## src/ncf_pkg.sv

```systemverilog
`timescale 1ns / 1ps

package ncf_pkg;

   // fixed field widths
   localparam int PIX_W      = 12;
   localparam int IMG_W_W    = 13;
   localparam int ZOOM_W     = 55;
   localparam int OFF_W      = 56;
   localparam int RGBA_W     = 32;
   localparam int ITER_OUT_W = 8;
   localparam int CSR_IDX_W  = 3;
   localparam int CSR_DATA_W = 56;
   localparam int REQ_DATA_W = 24;
   localparam int RSP_DATA_W = 40;

   // datapath widths
   localparam int Q_W    = 64;
   localparam int WIDE_W = 128;
   localparam int ACC_W  = 129;
   // quotient bits kept by the divider (pixel * zoom fits in 67 bits)
   localparam int QUO_W  = 68;

   localparam logic signed [Q_W-1:0] Q_MAX = 64'sh7FFF_FFFF_FFFF_FFFF;

   // defaults for top level parameters
   localparam int MAX_ITERATIONS_DEF = 150;
   localparam int FRAC_BITS_DEF      = 40;
   localparam int MAX_WIDTH_DEF      = 4096;

   // register reset values
   localparam logic [IMG_W_W-1:0] WIDTH_RESET   = 13'd800;
   localparam logic [ZOOM_W-1:0]  ZOOM_RESET    = 55'd4398046511104;
   localparam logic [OFF_W-1:0]   OFFSET_RESET  = 56'hFF_FE00_0000_0000;
   localparam logic [RGBA_W-1:0]  COL_ONE_RESET = 32'hE629_37FF;
   localparam logic [RGBA_W-1:0]  COL_TWO_RESET = 32'h0079_F1FF;
   localparam logic [RGBA_W-1:0]  COL_THR_RESET = 32'h00E4_30FF;

   typedef enum logic [CSR_IDX_W-1:0] {
      REG_WIDTH     = 3'd0,
      REG_ZOOM      = 3'd1,
      REG_OFF_RE    = 3'd2,
      REG_OFF_IM    = 3'd3,
      REG_COL_ONE   = 3'd4,
      REG_COL_TWO   = 3'd5,
      REG_COL_THREE = 3'd6
   } csr_index_type;

   // one signed product request for the shared multiplier
   typedef struct packed {
      logic signed [Q_W-1:0] a;
      logic signed [Q_W-1:0] b;
      logic                  neg;
   } mac_op_type;

   // float32 brightness factors as mantissa and exponent
   function automatic logic [23:0] band_mant(input logic [2:0] k);
      case (k)
         3'd0:    return 24'hCCCCCD;
         3'd1:    return 24'h99999A;
         3'd2:    return 24'hCCCCCD;
         3'd3:    return 24'h800000;
         3'd4:    return 24'h99999A;
         3'd5:    return 24'hB33333;
         default: return 24'hF33333;
      endcase
   endfunction

   function automatic logic [4:0] band_exp(input logic [2:0] k);
      case (k)
         3'd0:    return 5'd27;
         3'd1:    return 5'd25;
         3'd2:    return 5'd25;
         default: return 5'd24;
      endcase
   endfunction

   function automatic int band_above(input logic [2:0] i);
      case (i)
         3'd0:    return 90;
         3'd1:    return 70;
         3'd2:    return 55;
         3'd3:    return 40;
         3'd4:    return 25;
         default: return 10;
      endcase
   endfunction

   // channel times factor, rounded to 24 significant bits, then truncated
   function automatic logic [7:0] scale_chan(input logic [7:0] c, input logic [2:0] k);
      logic [31:0] p;
      logic [31:0] keep;
      logic [31:0] rem;
      logic [31:0] half;
      logic [32:0] r;
      logic [3:0]  s;
      p = {24'b0, c} * {8'b0, band_mant(k)};
      s = 4'd0;
      for (int i = 1; i <= 8; i++) begin
         if ((p >> (23 + i)) != 32'd0) s = 4'(i);
      end
      if (s != 4'd0) begin
         keep = p >> s;
         rem  = p & ((32'd1 << s) - 32'd1);
         half = 32'd1 << (s - 4'd1);
         if (rem > half || (rem == half && keep[0])) keep = keep + 32'd1;
         r = {1'b0, keep} << s;
      end else begin
         r = {1'b0, p};
      end
      r = r >> band_exp(k);
      return r[7:0];
   endfunction

endpackage

```

## src/ncf_mac.sv

```systemverilog
`timescale 1ns / 1ps

// signed 64x64 multiply-accumulate, one 32x32 partial product per cycle
module ncf_mac
   import ncf_pkg::*;
(
   input  logic                    clock,
   input  logic                    reset,
   input  logic                    clr,
   input  logic                    issue,
   input  logic [1:0]              part,
   input  mac_op_type              op,
   output logic signed [ACC_W-1:0] acc
);

   logic [Q_W-1:0]          a_mag;
   logic [Q_W-1:0]          b_mag;
   logic [31:0]             a_part;
   logic [31:0]             b_part;
   logic [63:0]             pp_ff, pp_in;
   logic [1:0]              sh_ff, sh_in;
   logic                    neg_ff, neg_in;
   logic                    ppv_ff, ppv_in;
   logic signed [ACC_W-1:0] term;
   logic signed [ACC_W-1:0] acc_ff, acc_in;

   always_comb begin
      a_mag  = op.a[Q_W-1] ? Q_W'(-op.a) : Q_W'(op.a);
      b_mag  = op.b[Q_W-1] ? Q_W'(-op.b) : Q_W'(op.b);
      a_part = a_mag[{part[0], 5'd0} +: 32];
      b_part = b_mag[{part[1], 5'd0} +: 32];
      pp_in  = {32'b0, a_part} * {32'b0, b_part};
      sh_in  = {1'b0, part[0]} + {1'b0, part[1]};
      neg_in = op.a[Q_W-1] ^ op.b[Q_W-1] ^ op.neg;
      ppv_in = issue;
      // partial product placed at its weight, signed
      term   = signed'({65'b0, pp_ff}) <<< {sh_ff, 5'd0};
      if (neg_ff) term = -term;
      if (clr) acc_in = '0;
      else if (ppv_ff) acc_in = acc_ff + term;
      else acc_in = acc_ff;
   end

   always_ff @(posedge clock) begin
      if (reset) begin
         ppv_ff <= 1'b0;
      end else begin
         ppv_ff <= ppv_in;
      end
      pp_ff  <= pp_in;
      sh_ff  <= sh_in;
      neg_ff <= neg_in;
      acc_ff <= acc_in;
   end

   assign acc = acc_ff;

endmodule

```

## config.mk

```make
export PLATFORM = sky130hd
export DESIGN_NAME = ncf_mac
export DESIGN_NICKNAME = d
export VERILOG_FILES = /design/src/ncf_pkg.sv /design/src/ncf_mac.sv
export SDC_FILE = /design/constraint.sdc
export NUM_CORES = 2
export LEC_CHECK = 0
export ABC_CLOCK_PERIOD_IN_PS = 11400
export BUFFER_PORTS_ARGS = -buffer_cell sky130_fd_sc_hd__buf_4
export CORE_MARGIN = 2
export CORE_UTILIZATION = 50
export DETAILED_ROUTE_END_ITERATION = 8
export HOLD_SLACK_MARGIN = 0.12
export PLACE_DENSITY = 0.67
export SYNTH_ARGS = -nofsm -noshare
export SYNTH_HDL_FRONTEND = slang
export SYNTH_SLANG_ARGS = --single-unit
```

## constraint.sdc

```tcl
create_clock -name clock -period 11.4 [get_ports clock]
set_clock_uncertainty 0.2 [all_clocks]
set_input_delay 1.14 -clock clock [delete_from_list [all_inputs] [get_ports clock]]
set_output_delay 1.14 -clock clock [all_outputs]
set_load 0.1 [all_outputs]
```

; ---- Word-level counts from Yosys, hierarchy flattened
; Cells that the tools add are included.
; W data, S select, Z words.
[word_totals]
latchBits = 0
rom_bits = 0
memories = 0
input_bits = 135
regBits = 197
output_inout_bits = 129
mem_bits_rw = 0
[classes]
mul = 1
n_addsub = 5
n_bitwise = 2
shift = 3
reduce_logical = 0
muxes = 3
magnitude_cmp = 0
eq_ne = 0
n_div = 0
[op_table]
columns = op, count
row1 = $add A129 B129 Y129, 1
row2 = $mux W129, 1
row3 = $neg A129 Y129, 1
row4 = $sshl A65 B7 Y129, 1
row5 = $mux W64, 2
row6 = $neg A64 Y64, 2
row7 = $shiftx A64 B7 Y32, 2
row8 = $mul A32 B32 Y64, 1
row9 = $add A1 B1 Y2, 1
row10 = $xor A1 B1 Y1, 2

; ---- Longest topological paths before layout
[logic_depth]
ltp_word = 4
ltp_mapped = 42

; ---- Worst setup path after synthesis
; No wires, ideal clock.
[synth_timing]
path_type = input -> register
startpoint = in op[93] in the netlist's numbering
endpoint = reg pp_ff[63]
slack_ns = -0.550
setup_time_ns = 0.121
n_path_buf = 1
stages = 37
arrival_time_ns = 11.629
required_time_ns = 11.079
path_cell_list = or4_4 -> or4b_4 -> or4_4 -> or4_4 -> or4b_4 -> or4b_4 -> nor3_4 -> nor3_1 -> o21ai_1 -> o211a_1 -> buf_2 -> nor2_1 -> fa_1 -> inv_1 -> fa_1 -> fa_1 -> fa_1 -> inv_1 -> fa_1 -> fa_1 -> fa_1 -> inv_1 -> fa_1 -> inv_1 -> ha_1 -> and2_1 -> a21boi_0 -> o21ai_0 -> a21oi_1 -> o21ai_0 -> a2111oi_0 -> a21oi_1 -> a41oi_1 -> o211ai_1 -> a31oi_1 -> o21ai_0 -> xnor2_1
[synth_between]
elab_chain_len = 4
[synth_rtl]
columns = item, line_no
row1 = start: declaration, ncf_mac.sv:12  ; input mac_op_type op,
row2 = $neg A64 Y64, ncf_mac.sv:28  ; a_mag = op.a[Q_W-1] ? Q_W'(-op.a) : Q_W'(op.a);
row3 = $mux W64 *, ncf_mac.sv:28
row4 = $shiftx A64 B7 Y32 *, ncf_mac.sv:30  ; a_part = a_mag[{part[0], 5'd0} +: 32];
row5 = $mul A32 B32 Y64 *, ncf_mac.sv:32  ; pp_in = {32'b0, a_part} * {32'b0, b_part};
row6 = named net pp_in[63], ncf_mac.sv:20  ; logic [63:0] pp_ff, pp_in;
row7 = end signal: assignment, ncf_mac.sv:50  ; pp_ff <= pp_in;
row8 = end: declaration, ncf_mac.sv:20
; The timed path passes the listed nets; every way through them passes the cells marked *.
; A chain may end at the register's enable or synchronous reset.

; ---- Worst setup path in the final report
; Ends and elaborated chain as after synthesis.

==> impl_metrics.py <==
metrics = {
    "grt": {
        "grt_start_max_net_pins": 96,
        "grt_pass1_vias": 52422,
        "grt-ovfl-total": 0,
        "grtUsageTotal": 0.379,
        "antenna_found_initial": 3,
        "grt_pass1_wl_mm": 321,
    },
    "detailed_routing": {
        "vias": 52155,
        "drtPass1Iterations": 9,
        "via_per_inst": 5.91,
        "drc_errors": 0,
        "drtAntennaViolNets": 0,
        "drt_iter0_markers": 4608,
        "wire_per_inst_um": 24.2,
        "wirelength_mm": 213,
    },
    "place": {
        "gp_congestion": 1.02,
        "dp_slack_ns": -0.673,
        "dp_hpwl_mm": 180,
        "placed_cell_area_mm2": 0.0617,
        "io_buffers": 263,
    },
    "die": {
        "io_pins": 264,
        "die_w_um": 335,
        "rows": 121,
        "core_area_mm2": 0.109,
        "dieArea_mm2": 0.112,
        "die_h_um": 335,
        "initial_core_util": 0.503,
    },
    "worst_setup_path": {
        "critPathMaxFanout": 3,
        "cp.arrival_ns": 11.65,
        "end_kind": "register",
        "critPathMaxStageDelay_ns": 0.60,
        "cp-start-kind": "input pin",
        "cpMostUsedCell": "fa_1",
        "slowest_stage": "or4b_4",
        "required_ns": 11.57,
        "rrSetupSlack_ns": 2.28,
        "path_class": "in -> reg",
    },
    "logic_synthesis": {
        "synth_edf_count": 0,
        "netlist_instances": 6952,
        "synthTopCellsByArea": "fa_1 (33%), ha_1 (9.0%), dfxtp_1 (7.2%)",
        "yosysUniqueCellTypes": 90,
        "syn_area_mm2": 0.0547,
        "yosysTopAreaCell": "fa_1",
        "ys_ff_latch": 197,
        "avgSynthCellArea_um2": 7.86,
        "yosysTopAreaCellShare": 0.328,
        "yosysSeqAreaShare": 0.0721,
        "ys_warn_count": 0,
        "synthArstFlopShare": 0,
        "synthesis.nets": 8379,
        "synth_top_flop_cell": "dfxtp_1",
    },
    "sta": {
        "slew_headroom": 0.0873,
        "setup_slack_ns": -0.0829,
        "hold_viol": 0,
        "setup_viol": 4,
        "finalCritPeriodShare": 1.01,
        "tightest_slew_ns": 1.35,
        "fmax_mhz": 87.1,
        "slew_violations": 0,
        "rsz0062_at_grt": "true",
        "fin_crit_ns": 11.48,
    },
    "clock_tree": {
        "insertion_delay_ns": 0.49,
        "cts_buffer_depth": 2,
        "cts_hold_buf": 0,
        "clockRootBuffer": "clkbuf_16",
        "tritoncts": "yes",
        "cts_buffers": 17,
        "htree_levels": 4,
        "cts.sinks": 197,
        "clkTransAtPathRegs_ns": 0.08,
    },
    "run_status": {
        "status": "finished with violations",
        "violations": "setup timing",
    },
    "finish": {
        "mostFrequentLayoutCell": "nor2_1",
        "nNetsFinal": 8820,
        "fin_area_mm2": 0.0629,
        "fill_cells": 10132,
        "antenna_cells": 0,
        "syn_to_final_growth_pct": 15.0,
        "drive_above_1_share": 0.145,
        "final_cell_mix": "nor2_1 (946), inv_1 (938), fa_1 (891)",
    },
    "min_path": {
        "hold_path_class": "reg -> reg",
    },
    "flow_run": {
        "drv_cap": 0,
    },
}
## cell type report
class | instances | area, um^2 | share of cell area
Clock buffer | 18 | 439 | 0.00698
Clock inverter | 14 | 136 | 0.00217
Inverter | 944 | 3540 | 0.0563
Multi-Input combinational cell | 5422 | 46500 | 0.739
Sequential cell | 197 | 3960 | 0.0629
Tap cell | 1414 | 1770 | 0.0281
Timing Repair Buffer | 811 | 6560 | 0.104
## cell families after synthesis
family                     Yosys count  share of synthesized area
and+or+nand+nor                   2411                      0.195
AOI/OAI and AO/OA                 1291                      0.150
muxes                              107                     0.0200
adders and majority gates         1292                      0.419
DFF                                197                     0.0721
buffers and inverters             1333                     0.0923
xor gates and xnor gates           321                     0.0514
## critical path, delay by kind of cell
kind,cells,cell delay [ns]
simple gates,10,3.56
compound gates,13,2.39
fa+ha+maj,9,4.08
buf+inv,4,0.33
xor+xnor,1,0.13
## state kept, by name, summed over array words and instances, names as in the netlist
register / cells
pp_ff: 64
sh_ff: 2
ppv_ff: 1
neg_ff: 1
acc: 129
## worst paths after layout
check | from | endpoint | depth (start not counted)
min reg2reg | acc[107] | acc[107] | 2
max | op[93] | pp_ff[63] | 37
min | acc[107] | acc[107] | 2
max reg2reg | sh_ff[1] | acc[128] | 21
## timing repair
item	4_1_cts	5_1_grt
gates resized for setup	9	97
pin swaps	13	91
buffers inserted	0	18
setup endpoints to repair	11	28
## cell usage after synthesis (30+ instances only)
master / instances
o21a_1: 32
o21ai_0: 275
inv_1: 941
nand2_1: 780
o31ai_1: 53
xnor2_1: 185
a31oi_1: 45
dfxtp_1: 197
clkbuf_1: 346
a21oi_1: 383
nor4_1: 39
fa_1: 897
a21o_1: 142
mux2i_1: 91
nand3_1: 109
o21bai_1: 66
buf_1: 31
nand2b_1: 71
nand4_1: 94
and2_1: 40
nor3_1: 90
nor2_1: 962
or3_1: 53
xor2_1: 136
a211oi_1: 60
ha_1: 395
or4_1: 30
or2_2: 30
## metrics by stage
step / TNS, ns / hold WS [ns] / instances / utilization
final: -0.172 / 0.292 / 8820 / 0.579
after global routing: -3.93 / 0.319 / 8820 / 0.579
after CTS: -0.00916 / 0.293 / 8804 / 0.573
after detailed placement: -12.89 / 0.281 / 8772 / 0.567
after global placement: -10.57 / 0.273 / 8772 / 0.567
after floorplan: -1.41 / 0.435 / 6952 / -
## routing by layer
layer / track usage / wire length, um / up-vias
li1: - / - / 23537
met1: 0.473 / 82700 / 25593
met2: 0.627 / 99200 / 2497
met3: 0.0594 / 17200 / 524
met4: 0.212 / 14200 / 4
met5: 0 / 21 / -
Power is not shown: default switching activity piles up to over one toggle a cycle in this logic, so the estimate is an artifact.
