$ cat src/ncf_pkg.sv
`timescale 1ns / 1ps

package ncf_pkg;

   // fixed field widths
   localparam int PIX_W      = 12;
   localparam int IMG_W_W    = 13;
   localparam int ZOOM_W     = 55;
   localparam int OFF_W      = 56;
   localparam int RGBA_W     = 32;
   localparam int ITER_OUT_W = 8;
   localparam int CSR_IDX_W  = 3;
   localparam int CSR_DATA_W = 56;
   localparam int REQ_DATA_W = 24;
   localparam int RSP_DATA_W = 40;

   // datapath widths
   localparam int Q_W    = 64;
   localparam int WIDE_W = 128;
   localparam int ACC_W  = 129;
   // quotient bits kept by the divider (pixel * zoom fits in 67 bits)
   localparam int QUO_W  = 68;

   localparam logic signed [Q_W-1:0] Q_MAX = 64'sh7FFF_FFFF_FFFF_FFFF;

   // defaults for top level parameters
   localparam int MAX_ITERATIONS_DEF = 150;
   localparam int FRAC_BITS_DEF      = 40;
   localparam int MAX_WIDTH_DEF      = 4096;

   // register reset values
   localparam logic [IMG_W_W-1:0] WIDTH_RESET   = 13'd800;
   localparam logic [ZOOM_W-1:0]  ZOOM_RESET    = 55'd4398046511104;
   localparam logic [OFF_W-1:0]   OFFSET_RESET  = 56'hFF_FE00_0000_0000;
   localparam logic [RGBA_W-1:0]  COL_ONE_RESET = 32'hE629_37FF;
   localparam logic [RGBA_W-1:0]  COL_TWO_RESET = 32'h0079_F1FF;
   localparam logic [RGBA_W-1:0]  COL_THR_RESET = 32'h00E4_30FF;

   typedef enum logic [CSR_IDX_W-1:0] {
      REG_WIDTH     = 3'd0,
      REG_ZOOM      = 3'd1,
      REG_OFF_RE    = 3'd2,
      REG_OFF_IM    = 3'd3,
      REG_COL_ONE   = 3'd4,
      REG_COL_TWO   = 3'd5,
      REG_COL_THREE = 3'd6
   } csr_index_type;

   // one signed product request for the shared multiplier
   typedef struct packed {
      logic signed [Q_W-1:0] a;
      logic signed [Q_W-1:0] b;
      logic                  neg;
   } mac_op_type;

   // float32 brightness factors as mantissa and exponent
   function automatic logic [23:0] band_mant(input logic [2:0] k);
      case (k)
         3'd0:    return 24'hCCCCCD;
         3'd1:    return 24'h99999A;
         3'd2:    return 24'hCCCCCD;
         3'd3:    return 24'h800000;
         3'd4:    return 24'h99999A;
         3'd5:    return 24'hB33333;
         default: return 24'hF33333;
      endcase
   endfunction

   function automatic logic [4:0] band_exp(input logic [2:0] k);
      case (k)
         3'd0:    return 5'd27;
         3'd1:    return 5'd25;
         3'd2:    return 5'd25;
         default: return 5'd24;
      endcase
   endfunction

   function automatic int band_above(input logic [2:0] i);
      case (i)
         3'd0:    return 90;
         3'd1:    return 70;
         3'd2:    return 55;
         3'd3:    return 40;
         3'd4:    return 25;
         default: return 10;
      endcase
   endfunction

   // channel times factor, rounded to 24 significant bits, then truncated
   function automatic logic [7:0] scale_chan(input logic [7:0] c, input logic [2:0] k);
      logic [31:0] p;
      logic [31:0] keep;
      logic [31:0] rem;
      logic [31:0] half;
      logic [32:0] r;
      logic [3:0]  s;
      p = {24'b0, c} * {8'b0, band_mant(k)};
      s = 4'd0;
      for (int i = 1; i <= 8; i++) begin
         if ((p >> (23 + i)) != 32'd0) s = 4'(i);
      end
      if (s != 4'd0) begin
         keep = p >> s;
         rem  = p & ((32'd1 << s) - 32'd1);
         half = 32'd1 << (s - 4'd1);
         if (rem > half || (rem == half && keep[0])) keep = keep + 32'd1;
         r = {1'b0, keep} << s;
      end else begin
         r = {1'b0, p};
      end
      r = r >> band_exp(k);
      return r[7:0];
   endfunction

endpackage

$ cat src/ncf_div.sv
`timescale 1ns / 1ps

// restoring divider, one quotient bit per cycle
module ncf_div
   import ncf_pkg::*;
#(
   parameter int DVW = WIDE_W + FRAC_BITS_DEF
) (
   input  logic              clock,
   input  logic              reset,
   input  logic              start,
   input  logic [DVW-1:0]    dividend,
   input  logic [WIDE_W-1:0] divisor,
   output logic              done,
   output logic [QUO_W-1:0]  quo,
   output logic              over
);

   localparam int CNT_W = $clog2(DVW + 1);

   logic              busy_ff, busy_in;
   logic              done_ff, done_in;
   logic [CNT_W-1:0]  cnt_ff, cnt_in;
   logic [WIDE_W-1:0] rem_ff, rem_in;
   logic [WIDE_W-1:0] dsr_ff, dsr_in;
   logic [DVW-1:0]    dvd_ff, dvd_in;
   logic [QUO_W-1:0]  quo_ff, quo_in;
   logic              over_ff, over_in;
   logic [WIDE_W:0]   r2;
   logic [WIDE_W:0]   diff;
   logic              take;

   always_comb begin
      r2      = {rem_ff, dvd_ff[DVW-1]};
      diff    = r2 - {1'b0, dsr_ff};
      take    = r2 >= {1'b0, dsr_ff};
      busy_in = busy_ff;
      done_in = 1'b0;
      cnt_in  = cnt_ff;
      rem_in  = rem_ff;
      dsr_in  = dsr_ff;
      dvd_in  = dvd_ff;
      quo_in  = quo_ff;
      over_in = over_ff;
      if (start) begin
         busy_in = 1'b1;
         cnt_in  = CNT_W'(DVW);
         rem_in  = '0;
         dsr_in  = divisor;
         dvd_in  = dividend;
         quo_in  = '0;
         over_in = 1'b0;
      end else if (busy_ff) begin
         rem_in  = take ? diff[WIDE_W-1:0] : r2[WIDE_W-1:0];
         dvd_in  = {dvd_ff[DVW-2:0], 1'b0};
         over_in = over_ff | quo_ff[QUO_W-1];
         quo_in  = {quo_ff[QUO_W-2:0], take};
         cnt_in  = cnt_ff - CNT_W'(1);
         if (cnt_ff == CNT_W'(1)) begin
            busy_in = 1'b0;
            done_in = 1'b1;
         end
      end
   end

   always_ff @(posedge clock) begin
      if (reset) begin
         busy_ff <= 1'b0;
         done_ff <= 1'b0;
         cnt_ff  <= '0;
      end else begin
         busy_ff <= busy_in;
         done_ff <= done_in;
         cnt_ff  <= cnt_in;
      end
      rem_ff  <= rem_in;
      dsr_ff  <= dsr_in;
      dvd_ff  <= dvd_in;
      quo_ff  <= quo_in;
      over_ff <= over_in;
   end

   assign done = done_ff;
   assign quo  = quo_ff;
   assign over = over_ff;

endmodule
$ cat config.mk
export PLATFORM = sky130hd
export DESIGN_NAME = ncf_div
export DESIGN_NICKNAME = d
export VERILOG_FILES = /design/src/ncf_pkg.sv /design/src/ncf_div.sv
export SDC_FILE = /design/constraint.sdc
export NUM_CORES = 1
export LEC_CHECK = 0
export ABC_AREA = 1
export BUFFER_PORTS_ARGS = -buffer_cell sky130_fd_sc_hd__buf_2
export CAP_MARGIN = 20
export CORE_MARGIN = 8
export CORE_UTILIZATION = 33
export DETAILED_ROUTE_END_ITERATION = 7
export GPL_TIMING_DRIVEN = 0
export PLACE_DENSITY = 0.59
export SYNTH_ARGS = -nofsm -noshare
export SYNTH_HDL_FRONTEND = slang
export SYNTH_SLANG_ARGS = --single-unit
$ cat constraint.sdc
create_clock -name clock -period 7.2 [get_ports clock]
set_clock_uncertainty 0.15 [all_clocks]
set_input_delay 0 -clock clock [delete_from_list [all_inputs] [get_ports clock]]
set_output_delay 0 -clock clock [all_outputs]
set_load 0.005 [all_outputs]
After elaboration in Yosys (flattened, before gate mapping)
Cells that the tools add are included.
- input bits: 299
- logic and storage cells: 27
- output and inout port bits: 70
- register bits after elaboration: 503
- order comparisons: 1
- eq/ne operators: 1
- $add $sub $neg: 2
- reduce and logical (&&, ||, !) cells: 3
- bitwise logic cells: 2
- multiplexer cells: 9
- operator list (cell ; number):
    $mux W168 ; 2
    $ge A129 B128 Y1 ; 1
    $mux W128 ; 1
    $sub A128 B128 Y128 ; 1
    $mux W8 ; 2
    $eq A8 B1 Y1 const B ; 1
    $sub A8 B1 Y8 const B ; 1
    $mux W1 ; 4
    $reduce_or A3 Y1 ; 1
    $reduce_bool A2 Y1 ; 1
    $reduce_or A2 Y1 ; 1
    $not A1 Y1 ; 1
    $or A1 B1 Y1 ; 1

Logic depth before layout (Yosys ltp)
Gate-level depths: netlist (run 1).
- depth after elaboration: 4
- mapped depth: 21
- depth with buffers taken out: 21

Least setup slack after synthesis (run 1)
Ideal clock, no wire load.
- kind: register -> register
- start point: register busy_ff
- end point: register dvd_ff[0] (enable)
- library setup time: 0.599 ns
- period minus slack after synthesis: 6.343 ns
- stages on the path, launching flop included: 5
- arrival time: 5.594 ns
- path buffers: 2
- required time: 6.451 ns
- setup slack: 0.857 ns
- cell sequence: dfxtp_1 clkbuf_1 nor2_1 inv_2 clkbuf_1
- cells in the longest elaborated chain, start to end: 1
- ends and longest elaborated chain (element ; RTL line ; text):
    start, declared ; ncf_div.sv:21 ; logic busy_ff, busy_in;
    start signal, assigned ; ncf_div.sv:72 ; busy_ff <= busy_in;
    $reduce_bool A2 Y1 (no line) ; n/a ;
    end signal, assigned ; ncf_div.sv:78 ; dvd_ff <= dvd_in;
    end, declared ; ncf_div.sv:26 ; logic [DVW-1:0] dvd_ff, dvd_in;
No other way between the ends.
A chain may end at the register's enable or synchronous reset.

Worst setup path in the final report (run 1)
- start point: register dsr_ff[57]
- end point: register rem_ff[101]
- cells in the longest elaborated chain, start to end: 2
- elaborated cells between the ends (all ways): 3
- classes of those cells: add/sub (1); order compare (1); mux (1)
- ends and longest elaborated chain (element ; RTL line ; text):
    start, declared ; ncf_div.sv:25 ; logic [WIDE_W-1:0] dsr_ff, dsr_in;
    start signal, assigned ; ncf_div.sv:77 ; dsr_ff <= dsr_in;
    $sub A128 B128 Y128 or $ge A129 B128 Y1 (tied branches) ; ncf_div.sv:35, ncf_div.sv:36 ;
    $mux W128 (*) ; ncf_div.sv:54 ; rem_in = take ? diff[WIDE_W-1:0] : r2[WIDE_W-1:0];
    end signal, assigned ; ncf_div.sv:76 ; rem_ff <= rem_in;
    end, declared ; ncf_div.sv:24 ; logic [WIDE_W-1:0] rem_ff, rem_in;
Mark *: on every way between the ends. The rest lies on a longest branch, timed or not.

==> flow_metrics.tcl, run 1 <==
set metrics [dict create \
    status "completed" \
    finish.utilization_pct 44.5 \
    htree_levels 2 \
    grt_pass1_vias 36500 \
    avgRoutedWirePerCell_um 19.6 \
    path_max_fanout 10 \
    arrival_ns 4.70 \
    ys_seq_area_share_pct 38.8 \
    nets 6635 \
    cts_tree "yes" \
    fmax_mhz 233 \
    clkTransAtPathRegs_ns 0.06 \
    rows 117 \
    yosys_warnings 0 \
    crit_path_start_kind "flip-flop" \
    mappedNetlistArea_um2 33600 \
    viasPerCell 4.83 \
    clockBufferDepth 3 \
    routed_wl_um 150000 \
    grt_setup_unrepaired "false" \
    antenna_found_initial 17 \
    worstSetupPathType "flip-flop to flip-flop" \
    syn_to_final_growth_pct 34.3 \
    grt_max_degree 71 \
    seqPwrFrac_pct 43.3 \
    clock_latency_ns 0.69 \
    async_flop_share_pct 0 \
    drc 0 \
    mostFrequentLayoutCell "nand2_1" \
    drt_iter0_drc 3300 \
    synth-seq-cells 503 \
    cts_made_buffers 59 \
    min_period_ns 4.29 \
    die_w_um 335 \
    die_h_um 335 \
    setup_viol 0 \
    drtPass1Iterations 6 \
    hold_viol_final 0 \
    min_path_type "primary input to flip-flop" \
    gp_congestion 1.06 \
    worst_slack_ns 2.91 \
    period_share_pct 59.6 \
    grt_pass1_wl_um 222000 \
    syn_nets 5630 \
    dp_slack_ns 3.14 \
    cts.sink_count 503 \
    syn_area_per_cell_um2 6.47 \
    core_region_area_um2 101000 \
    detail-route-antenna-nets 0 \
    vdd_drop_max_mv 0.190 \
    post_cts_buffers 0 \
    fin_area_um2 45200 \
    start_util_pct 33.2 \
    combPwrFrac_pct 13.8 \
    p_leak_nw 22.9 \
    io_buffer_count 368 \
    p_per_area_nw_per_um2 168 \
    num-fill-cells 10400 \
    synth_edf_count 296 \
    worst_pin_slew_ns 1.10 \
    placed_area_um2 37300 \
    track_usage_pct 25.9 \
    syn-instance-count 5200 \
    required_ns 7.61 \
    clockPowerShare_pct 42.9 \
    power.total_mw 7.61 \
    hold_slack_ns 0.0401 \
    intPower_mw 5.61 \
    hpwl_um 116000 \
    drv_slew 0 \
    switching_share_pct 26.3 \
    grt_overflow 0 \
    via_count 36900 \
    end_kind "flip-flop" \
    multi_input_area_um2 16500 \
    synth_ff_type "edfxtp_1" \
    power_switching_mw 2.00 \
    maxSlewHeadroom_pct 25.7 \
    io_pins 369 \
    yosysUniqueCellTypes 47 \
    cts_root_buf "clkbuf_16" \
    max_cap_viol_count 0 \
    most-common-layout-cells "nand2_1 (2,078), inv_1 (913), nor2_1 (578), dlygate4sd3_1 (571), buf_2 (381)" \
    seq_area_um2 13000 \
    die_area_um2 112000 \
    drive_gt1_share_pct 9.10 \
]
==> cell families after synthesis <==
family,after synthesis,share of synthesized area (%)
and+or+nand+nor,3055,36.5
buffers and inverters,1071,12.3
DFF,503,38.7
AOI/OAI and AO/OA,439,7.52
adders and majority gates,131,4.90
xor gates and xnor gates,1,0.0260
==> Yosys cell counts, types with 2 or more instances <==
cell	n	area, µm²
a21boi_0	24	180
a21boi_1	7	52.6
a21o_1	7	52.6
a21oi_1	199	996
a21oi_2	7	61.3
and2_1	7	43.8
buf_1	5	18.8
buf_2	14	70.1
buf_4	8	60.1
buf_6	7	78.8
buf_8	2	30.0
clkbuf_1	89	334
clkinv_1	5	18.8
dfxtp_1	207	4140
edfxtp_1	296	8890
ha_1	130	1630
inv_1	913	3430
inv_2	27	101
nand2_1	2078	7800
nand2_2	5	31.3
nand3_1	229	1150
nand3_2	12	120
nand3b_1	19	143
nand4_1	61	382
nor2_1	579	2170
nor2_2	7	43.8
nor2_4	2	22.5
nor3_1	26	130
nor3_2	2	20.0
nor3b_1	14	105
nor4_1	7	43.8
o211ai_1	6	45.0
o21a_1	13	97.6
o21ai_0	73	365
o21ai_1	5	25.0
o21bai_1	30	225
o22ai_1	65	407
or2_1	4	25.0
==> worst max-delay path, cell delays in order, from the launching register on <==
cell,delay [ns]
edfxtp_1,0.33
inv_1,0.06
ha_1,0.46
nand2_1,0.17
nor2_1,0.21
nand2_1,0.09
nor2_1,0.40
nand2_1,0.15
nor3_1,0.51
nand2_1,0.16
nand3_2,0.12
nor2_4,0.10
nand2_8,0.19
buf_8,0.20
buf_6,0.29
nand3_1,0.34
nand2_1,0.17
nand2_1,0.05
==> layout make-up <==
class | count | area share [%]
multi-input cells | 3626 | 36.4
repair buffers | 944 | 17.0
plain buffers | 125 | 1.32
flip-flops and latches | 503 | 28.9
inverters | 946 | 7.87
clock buffers | 83 | 3.83
well taps | 1368 | 3.79
clock inverters | 28 | 0.828
diodes | 11 | 0.0610
==> per-stage QoR <==
step	TNS, ns	cells
2_1_floorplan	0	5200
3_3_place_gp	-700.19	6936
3_5_place_dp	0	6941
4_1_cts	0	7623
5_1_grt	0	7632
6_report	0	7634
==> sequential cells by signal, indices dropped and copies added (netlist names) <==
register	cells
dvd_ff	168
dsr_ff	128
rem_ff	128
quo	68
cnt_ff	8
busy_ff	1
done	1
over	1
==> routing by layer <==
metal	vias up	share of wire, %	track usage, %
met3	229	8.0	4.72
met4	6	3.6	8.52
met1	17100	43	34.3
met2	1466	45	42.5
met5	-	0.026	0
li1	18100	-	-
==> final timing paths <==
| check | startpoint | slack, ns | depth (start not counted) | to |
|---|---|---|---|---|
| min | dividend[19] | 0.04 | 4 | dvd_ff[19] |
| min reg2reg | rem_ff[127] | 0.32 | 2 | rem_ff[127] |
| max reg2reg | dsr_ff[57] | 2.91 | 17 | rem_ff[101] |
| max | dsr_ff[57] | 2.91 | 17 | rem_ff[101] |
==> power groups by stage <==
stage / combinational, mW / clock (mW) / sequential (mW)
final: 1.05 / 3.26 / 3.29
after global routing: 1.15 / 3.45 / 3.31
after CTS: 1.02 / 3.36 / 3.29
after detailed placement: 0.776 / 0 / 3.35
after global placement: 0.760 / 0 / 3.36
after floorplan: 0.441 / 0 / 3.34
==> what timing repair did <==
item                                   CTS  global route
gates resized for setup                  0             0
endpoints found under the hold margin  402             0
hold buffers                           571             0
Note: power is estimated with default switching activity, not from simulation.
==> inputs of run 2 (changes only) <==
- ABC_AREA: 1 -> 0
- PLACE_DENSITY: 0.59 -> 0.61
- clock period: 7.2 -> 3.65 ns (I/O delays scaled with it)
==> run 2 against run 1 <==
Critical path depth is 2 lower. Register-to-register slack worse by 3.4 ns. Highest routed layer unchanged. Die area is 15% lower. Sequential power is 110% higher. Combinational power grew to 4.2 times the previous value. Critical endpoint is now rem_ff[127]. The flow now finishes with violations (setup timing). Final cell count is 33% lower.
==> flow_metrics.tcl, run 2 <==
set metrics [dict create \
    yosysTopAreaCell "edfxtp_1" \
    arrival_ns 4.53 \
    worst_pin_slew_ns 1.28 \
    min_period_ns 4.09 \
    end_kind "flip-flop" \
    cts.sink_count 503 \
    start_util_pct 33.2 \
    drtPass1Iterations 5 \
    status "finished with violations" \
    p_leak_nw 17.3 \
    detail-route-antenna-nets 0 \
    required_ns 4.09 \
    syn_nets 3319 \
    grt_pass1_wl_um 158000 \
    cts_root_buf "clkbuf_16" \
    io_pins 369 \
    worst_slack_ns -0.440 \
    largest_reg_flops 168 \
    crit_path_start_kind "flip-flop" \
    seq_area_um2 13000 \
    syn_area_per_cell_um2 9.76 \
    placed_area_um2 31700 \
    num-fill-cells 7631 \
    violations "setup timing" \
    drv_slew 0 \
    core_region_area_um2 84900 \
    async_flop_share_pct 0 \
    maxSlewHeadroom_pct 14.4 \
    drc 0 \
    grt_overflow 0 \
    avgRoutedWirePerCell_um 21.3 \
    multi_input_area_um2 15700 \
    syn-instance-count 2889 \
    period_share_pct 112 \
    max_cap_viol_count 0 \
    fmax_mhz 245 \
    via_count 26800 \
    track_usage_pct 21.2 \
    cts_tree "yes" \
    fin_tns_setup_ns -25.92 \
    die_h_um 308 \
    antenna_found_initial 19 \
    die_area_um2 95000 \
    synth_ff_type "edfxtp_1" \
    clockBufferDepth 3 \
    hpwl_um 72400 \
    fin_area_um2 42600 \
    synth_area_leaders "edfxtp_1 (32%), dfxtp_1 (15%), mux2_2 (6.7%)" \
    htree_levels 2 \
    path_max_fanout 5 \
    routed_wl_um 109000 \
    synth_most_common_cell "nor2_1" \
    vdd_drop_max_mv 0.469 \
    worstSetupPathType "flip-flop to flip-flop" \
    mappedNetlistArea_um2 28200 \
    yosysUniqueCellTypes 92 \
    min_path_type "primary input to flip-flop" \
    yosys_warnings 0 \
    p_per_area_nw_per_um2 408 \
    rows 107 \
    drt_iter0_drc 2000 \
    clock_latency_ns 0.67 \
    synth-seq-cells 503 \
    grt_setup_unrepaired "true" \
    syn_to_final_growth_pct 51.3 \
    ys_seq_area_share_pct 46.2 \
    yosys-top-cells-count "nor2_1 (325), edfxtp_1 (296), a21oi_1 (270), nand2_1 (268), dfxtp_1 (207)" \
    die_w_um 308 \
    drive_gt1_share_pct 29.0 \
    nets 4353 \
    grt_max_degree 62 \
    synth_top_area_share_pct 31.5 \
    mostFrequentLayoutCell "dlygate4sd3_1" \
    io_buffer_count 368 \
    hold_viol_final 0 \
    clkTransAtPathRegs_ns 0.06 \
    top_register "dvd_ff" \
    grt_pass1_vias 26600 \
    viasPerCell 5.22 \
    top_regs "dvd_ff: 168 flops, dsr_ff: 128 flops, rem_ff: 128 flops" \
    setup_viol 128 \
    most-common-layout-cells "dlygate4sd3_1 (520), buf_2 (372), nor2_1 (300), edfxtp_1 (296), nand2_1 (224)" \
    cts_made_buffers 60 \
    synth_edf_count 296 \
    gp_congestion 0.938 \
    hold_slack_ns 0.0364 \
]
## run 2: changes by cell type after synthesis, sizes merged, moves of 49 or more
| cell | previous run | this run |
|---|---|---|
| a21oi | 206 | 275 |
| o22ai | 65 | 5 |
| a211oi | 1 | 59 |
| a311oi | 0 | 54 |
| mux2 | 0 | 168 |
| nor2 | 588 | 327 |
| a21o | 7 | 56 |
| nand3 | 241 | 22 |
| xnor2 | 0 | 73 |
| nand2 | 2085 | 268 |
| inv | 941 | 186 |
| mux2i | 0 | 77 |
## run 2: logic make-up after synthesis
family | after synthesis | synth area share [%]
AO/OA/AOI/OAI | 720 | 16.9
XOR/XNOR | 122 | 3.79
adder cells (fa/ha/maj) | 131 | 5.84
buffers and inverters | 357 | 5.02
flip-flops | 503 | 46.2
multiplexers | 245 | 9.45
AND/OR/NAND/NOR | 811 | 12.7
## run 2: layer usage
layer | up-vias | GRT usage (%) | part of all wire [%]
li1 | 12500 | - | -
met1 | 12900 | 26.2 | 40
met2 | 1093 | 35.7 | 47
met3 | 248 | 5.12 | 8.0
met4 | 8 | 7.95 | 4.5
met5 | - | 0 | 0.050
## run 2: what timing repair did
item,in CTS,in global routing
pin swaps,53,168
hold buffers,526,0
endpoints found under the hold margin,397,0
setup buffers,36,54
cloned,0,20
endpoints found under the setup margin,129,129
gates resized for setup,143,442
## run 2: critical path, stage by stage, from the launching register on
cell and delay [ns]:
edfxtp_1 0.48, inv_2 0.08, ha_4 0.29, o211ai_1 0.22
a2111oi_4 0.41, o21ai_4 0.12, and3b_1 0.23, o32a_1 0.40
a31oi_4 0.29, a31oi_4 0.17, o21bai_4 0.24, a221oi_4 0.11
nor4_4 0.24, mux2_4 0.34, o21ai_2 0.10, a22o_1 0.15
## run 2: area by class of cell
type / count / share of cell area (%)
Multi-Input combinational cell: 2029 / 36.9
Sequential cell: 503 / 30.6
Timing Repair Buffer: 1009 / 20.4
Clock buffer: 73 / 3.68
Tap cell: 1144 / 3.36
Buffer: 134 / 2.20
Inverter: 186 / 1.65
Clock inverter: 41 / 1.05
Antenna cell: 16 / 0.0939
## run 2: per-stage QoR
step / setup WS [ns] / cells / total power [mW] / util, %
floorplan: -0.105 / 2889 / 8.98 / -
global placement: -3.27 / 4401 / 9.94 / 37.1
detailed placement: -1.23 / 4409 / 9.97 / 37.3
CTS: -0.330 / 5068 / 16.9 / 47.0
global route: -0.462 / 5130 / 18.1 / 50.2
finish: -0.440 / 5135 / 17.4 / 50.2
## run 2: where the power goes
part / total [mW] / internal (mW) / leakage (nW) / switching (mW)
Clock: 6.22 / 3.58 / 0.974 / 2.64
Sequential: 6.76 / 6.51 / 4.63 / 0.252
Combinational: 4.43 / 2.00 / 11.7 / 2.43
Total: 17.4 / 12.1 / 17.3 / 5.32
## run 2: path summary, 6_finish.rpt
kind                                    from          end  slack (ns)  depth (start not counted)
worst min-delay path            dividend[41]   dvd_ff[41]        0.04                          3
worst max-delay path               dsr_ff[6]  rem_ff[127]       -0.44                         15
worst min register to register   rem_ff[111]  rem_ff[112]        0.34                          2
worst max register to register     dsr_ff[6]  rem_ff[127]       -0.44                         15
